## src/rtl/core/kflt_pkg.sv

```systemverilog
// ----------------------------------------------------------------------------
// kflt_pkg
// Shared types and constants of the keyframe position track.
// ----------------------------------------------------------------------------
package kflt_pkg;

    localparam int MAX_KEYS = 64;
    localparam int IDX_W    = $clog2(MAX_KEYS);
    localparam int CNT_W    = $clog2(MAX_KEYS + 1);
    localparam int KEY_W    = 128;

    typedef enum logic [1:0] {
        REQ_INSERT = 2'd0,
        REQ_EVAL   = 2'd1,
        REQ_CLEAR  = 2'd2,
        REQ_NONE   = 2'd3
    } t_req;

    localparam logic [1:0] WRAP_LOOP = 2'd1;
    localparam logic [1:0] WRAP_PING = 2'd2;

    localparam logic CFG_PRE  = 1'b0;
    localparam logic CFG_POST = 1'b1;

    typedef enum logic [4:0] {
        ST_IDLE,
        ST_SRCH_RD,
        ST_SRCH_CMP,
        ST_SHIFT_RD,
        ST_SHIFT_WR,
        ST_INS_WR,
        ST_LEN_RD,
        ST_LEN_WT,
        ST_REM,
        ST_WRAP,
        ST_FIND_RD,
        ST_FIND_CMP,
        ST_PAIR_RD,
        ST_PAIR_WT,
        ST_DIV_GO,
        ST_DIV,
        ST_MUL,
        ST_DONE
    } t_state;

endpackage

```

## src/rtl/core/kflt_divider.sv

```systemverilog
// ----------------------------------------------------------------------------
// kflt_divider
// Restoring unsigned divider, one quotient bit per cycle, with remainder.
// ----------------------------------------------------------------------------
module kflt_divider import kflt_pkg::*; (
    input  logic        i_clk,
    input  logic        i_rst_n,
    input  logic        i_start,
    input  logic [47:0] i_num,
    input  logic [33:0] i_den,
    output logic        o_done,
    output logic [47:0] o_quot,
    output logic [33:0] o_rem
);

    logic [47:0] r_quot;
    logic [34:0] r_rem;
    logic [33:0] r_den;
    logic [5:0]  r_cnt;
    logic        r_busy;
    logic        r_done;
    logic [34:0] n_try;
    logic [34:0] n_sh;

    // One shift and trial subtract per cycle.
    assign n_sh  = {r_rem[33:0], r_quot[47]};
    assign n_try = n_sh - {1'b0, r_den};

    always_ff @(posedge i_clk) begin
        if (!i_rst_n) begin
            r_busy <= 1'b0;
            r_done <= 1'b0;
            r_cnt  <= '0;
        end else begin
            r_done <= 1'b0;
            if (i_start) begin
                r_busy <= 1'b1;
                r_cnt  <= 6'd48;
                r_quot <= i_num;
                r_rem  <= '0;
                r_den  <= i_den;
            end else if (r_busy) begin
                if (!n_try[34]) begin
                    r_rem <= n_try;
                end else begin
                    r_rem <= n_sh;
                end
                r_quot <= {r_quot[46:0], ~n_try[34]};
                r_cnt  <= r_cnt - 6'd1;
                if (r_cnt == 6'd1) begin
                    r_busy <= 1'b0;
                    r_done <= 1'b1;
                end
            end
        end
    end

    assign o_done = r_done;
    assign o_quot = r_quot;
    assign o_rem  = r_rem[33:0];

endmodule

```

## config.mk

```make
export PLATFORM = sky130hd
export DESIGN_NAME = kflt_divider
export DESIGN_NICKNAME = d
export VERILOG_FILES = /design/src/rtl/core/kflt_pkg.sv /design/src/rtl/core/kflt_divider.sv
export SDC_FILE = /design/constraint.sdc
export NUM_CORES = 1
export LEC_CHECK = 0
export ABC_AREA = 1
export BUFFER_PORTS_ARGS = -buffer_cell sky130_fd_sc_hd__buf_2
export CAP_MARGIN = 10
export CORE_ASPECT_RATIO = 1.75
export CORE_UTILIZATION = 45
export CTS_CLUSTER_SIZE = 30
export DETAILED_ROUTE_END_ITERATION = 12
export PLACE_DENSITY_LB_ADDON = 0.3
export SYNTH_ARGS = -nofsm -noshare
export SYNTH_HDL_FRONTEND = slang
export SYNTH_SLANG_ARGS = --single-unit
```

## constraint.sdc

```tcl
create_clock -name i_clk -period 6.37 [get_ports i_clk]
set_input_delay 1.274 -clock i_clk [delete_from_list [all_inputs] [get_ports i_clk]]
set_output_delay 1.274 -clock i_clk [all_outputs]
set_load 0.02 [all_outputs]
```

[Word-level counts from Yosys, hierarchy flattened]
Index checks and enable logic that the tools add are counted.
Widths: inputs -> output; s select.
Word-level totals
  flip-flop bits (word level): 124
  bits of input ports: 85
  output and inout bits: 83
  word-level logic and storage cells: 28
Operators by class
  add/subtract/negate cells: 2
  equality and inequality tests: 1
  muxes and demuxes: 10
  bitwise operators: 3
  reductions and logical operators: 5
Operators by type and width (number)
  $mux 48: 2
  $mux 34: 2
  $sub 35x34->35: 1
  $mux 6: 2
  $eq 6x1->1 const B: 1
  $sub 6x1->6 const B: 1
  $mux 1: 4
  $reduce_and 2->1: 2
  $not 1->1: 3
  $reduce_or 3->1: 1
  $reduce_bool 2->1: 1
  $reduce_or 2->1: 1

[Longest topological paths before layout]
  word-level depth: 4
  gate-level depth with buffers: 18
  depth with buffers taken out: 17

[Worst setup path before layout]
Ideal clock, no wire load.
  path type: input port to flip-flop
  start: in i_start
  end: reg r_quot[0] (netlist: o_quot[0]) (enable)
  library setup time: 0.443 ns
  arrival: 3.622 ns
  required time: 5.927 ns
  slack: 2.306 ns
  stages on the path: 4
  buffers on the path: 2
  cell sequence: clkbuf_1 clkbuf_1 nand2_1 nand2_1
On the way
  word-level cells in the longest chain between the ends: 2
RTL lines
  from (decl): RTL line kflt_divider.sv:8  | input logic i_start,
  $reduce_bool 2->1 (no line)
  $reduce_and 2->1 (no line)
  to (signal assigned): RTL line kflt_divider.sv:39  | r_quot <= i_num;
  to (signal assigned): RTL line kflt_divider.sv:48  | r_quot <= {r_quot[46:0], ~n_try[34]};
  to (decl): RTL line kflt_divider.sv:16  | logic [47:0] r_quot;
No other way between the ends.
A chain may end at the register's enable or synchronous reset.

[Worst setup path after layout]
  start: in i_start
  end: reg r_cnt[5]
On the way
  word-level cells in the longest chain between the ends: 1
  elaborated cells between the ends (all ways): 2
  classes of those cells: mux (1); reduce/logical (1)
RTL lines
  $mux 6 / $reduce_bool 2->1 (equally long branches)
  to (signal assigned): RTL line kflt_divider.sv:49  | r_cnt <= r_cnt - 6'd1;
  to (decl): RTL line kflt_divider.sv:19  | logic [5:0] r_cnt;
Parallel ways exist; a longest one is shown, timed or not.

==> run summary <==
Max-Cap Viols = 0
# setup viols final = 0
CTS tree = built
Clk sink count = 124
Gr usage total = 0.242
DRC violation count after routing = 0
Hold Path End = r_cnt[1]
Die Width = 101 µm
First-pass GRT wire length = 32,200 µm
Crit path largest cell delay = 0.67 ns
Type of destination of the critical path = flop
Mapped Cells = 991
Final Instance Area = 0.00924 mm²
Vias per inst = 4.88
Peak supply drop = 0.201 mV
Rel. slew slack = 0.255
Mean post-synth cell area = 7.74 µm²
Tcrit/Tclk final = 0.457
Status = complete, no violations
Area after DPL = 0.00869 mm²
Worst Max-Slew Pin Slew = 1.12 ns
Initial drt markers = 330
Die area = 0.0176 mm²
Initial antenna violation count = 0
Vias = 6,806
Non-filler instance count after layout = 1,396
CP required = 6.68 ns
Yosys cell types = 36
CP Max Fanout = 52
Worst EP arrival = 3.22 ns
Commonest non-fill, non-tap cell in the layout = nand2_1
Critical path startpoint category = input port
CP Class = input port to flop
Hold Buf Count CTS = 0
Resize count post-CTS = 0
Gpl congestion = 0.910
Overflow after GRT = 0
Initial core utilization = 0.464
Largest buffer count on any clock path = 2
Synth Cell Area = 0.00767 mm²
Hold path cells = 1
Boundary Pins = 168
Critical R2R Capture = r_rem[29]
Number of global-route vias before repair = 6,757
Final #Nets = 1,281
Synthesized flop and latch total = 124
PortBufs = 167
Pin count of the biggest net entering global routing = 83
Final wirelength = 20,200 µm
# Post-CTS Setup Buffers = 0
Net Count, Synth = 1,113
CP Buf/Inv Count = 5
R2R setup slack = 3.64 ns
Final ANT Viol Nets = 0
Hpwl dp = 15,500 µm
Static Leak = 4.76 nW
Row cnt = 62
Placed cells = 1,364
Worst min path class = flop to flop
Ys async rst share = 0
Slowest CP cell = inv_2
Total CTS buffers = 17
Reg2Reg Depth = 14
Number of synthesized flops with an enable pin = 116
Worst path cell trace = buf_2 > buf_4 > inv_2 > buf_4 > o21ai_0 > o21ai_0 > inv_1
Initial DRT Pass Iterations = 5
Slew Limit Fails = 0
Final min period = 2.91 ns
Fmax = 344 MHz
CTS Root Cell = clkbuf_16
Die Ht = 175 µm
Area Growth Syn to Fin = 20.5%
CP top delay family = buffers and inverters
Share of layout cells above drive strength 1 = 0.194
WL per Instance = 14.5 µm
Hold_sp = r_busy
Clock latency at the later pin of the worst-skew pair = 0.42 ns
Hold Vio Cnt, Final = 0
RR Startpoint = o_quot[47]
Sum Neg Setup Slack = 0 ns
Most frequent cells in the layout = 411 x nand2_1, 167 x buf_2, 128 x inv_1
Yosys warnings = 0
Max Clock Skew = 0.00727 ns
Pwr per Cell Area = 311 mW/mm²
Clock-pin slew on the worst setup and hold paths = 0.06 ns
N_diodes = 0
Leading register cell type out of synthesis = edfxtp_1
Core area = 0.0165 mm²
RSZ-0062 raised after global routing = false
Post-synthesis sequential area ratio = 0.475
H-tree Lvls = 4
cell type report:
class                           count  area [µm²]
Fill cell                        1616        7280
Clock inverter                     15         125
Inverter                          132         495
Multi-Input combinational cell    714        3410
Clock buffer                       17         425
Sequential cell                   124        3640
Tap cell                          224         280
Timing Repair Buffer              170         858
metal layers:
layer | up-vias | GRT usage | share of wire
li1 | 3462 | - | -
met1 | 3062 | 0.249 | 0.37
met2 | 228 | 0.445 | 0.53
met3 | 54 | 0.0476 | 0.052
met4 | 0 | 0.142 | 0.048
met5 | - | 0 | 0
report_power, final:
part	internal (mW)	switching (mW)	total (mW)
Sequential	1.01	0.0568	1.06
Clock	0.533	0.368	0.901
Combinational	0.297	0.609	0.906
Total	1.84	1.03	2.87
how the worst max path moves through the flow:
| stage | start | end | slack, ns | cells past startpoint |
|---|---|---|---|---|
| floorplan | i_start | o_quot[0] | 2.31 | 4 |
| global placement | i_start | r_cnt[5] | 3.06 | 7 |
| detailed placement | i_start | r_cnt[5] | 3.05 | 7 |
| CTS | i_start | r_cnt[5] | 3.48 | 7 |
| global route | i_start | r_rem[33] | 3.26 | 8 |
| finish | i_start | r_cnt[5] | 3.46 | 7 |
worst register-to-register path, cell delays in order (launching register included):
cell and delay, ns:
edfxtp_1 0.42, inv_1 0.08, ha_1 0.13, inv_1 0.08, fa_1 0.46, nand3_1 0.14
nand3_2 0.13, nand2_1 0.11, nand2_2 0.09, nand2_4 0.10, nand3_2 0.09, nand2_4 0.31
nand2_1 0.19, nand2_1 0.10, nor2_1 0.05
per-stage QoR:
step	power (mW)	hold WS [ns]	util	setup WS [ns]
final	2.87	0.525	0.559	3.46
after global routing	3.05	0.564	0.559	3.26
after CTS	2.89	0.526	0.559	3.48
after detailed placement	1.98	0.509	0.526	3.05
after global placement	1.98	0.498	0.526	3.06
after floorplan	1.74	0.463	-	2.31
flip-flops by register name, indices dropped and copies added, names as in the netlist:
name and cells:
o_quot 48, r_rem 34, r_den 34, r_cnt 6, o_done 1, r_busy 1
cells in the mapped netlist (8+ instances only):
cell | instances | area share
nand2_1 | 412 | 0.20
inv_1 | 129 | 0.063
o21ai_0 | 14 | 0.0091
dfxtp_1 | 8 | 0.021
nor2_1 | 119 | 0.058
nand3b_1 | 11 | 0.011
ha_1 | 36 | 0.059
a21oi_1 | 33 | 0.022
nand3_1 | 22 | 0.014
clkbuf_1 | 15 | 0.0073
xor2_1 | 18 | 0.021
edfxtp_1 | 116 | 0.45
logic make-up after synthesis:
logic type	after synthesis	synth area share
flip-flops	124	0.475
AND/OR/NAND/NOR	597	0.317
AO/OA/AOI/OAI	60	0.0429
buffers and inverters	153	0.0807
adder cells (fa/ha/maj)	37	0.0613
XOR/XNOR	20	0.0228
(Power assumes the default switching activity.)
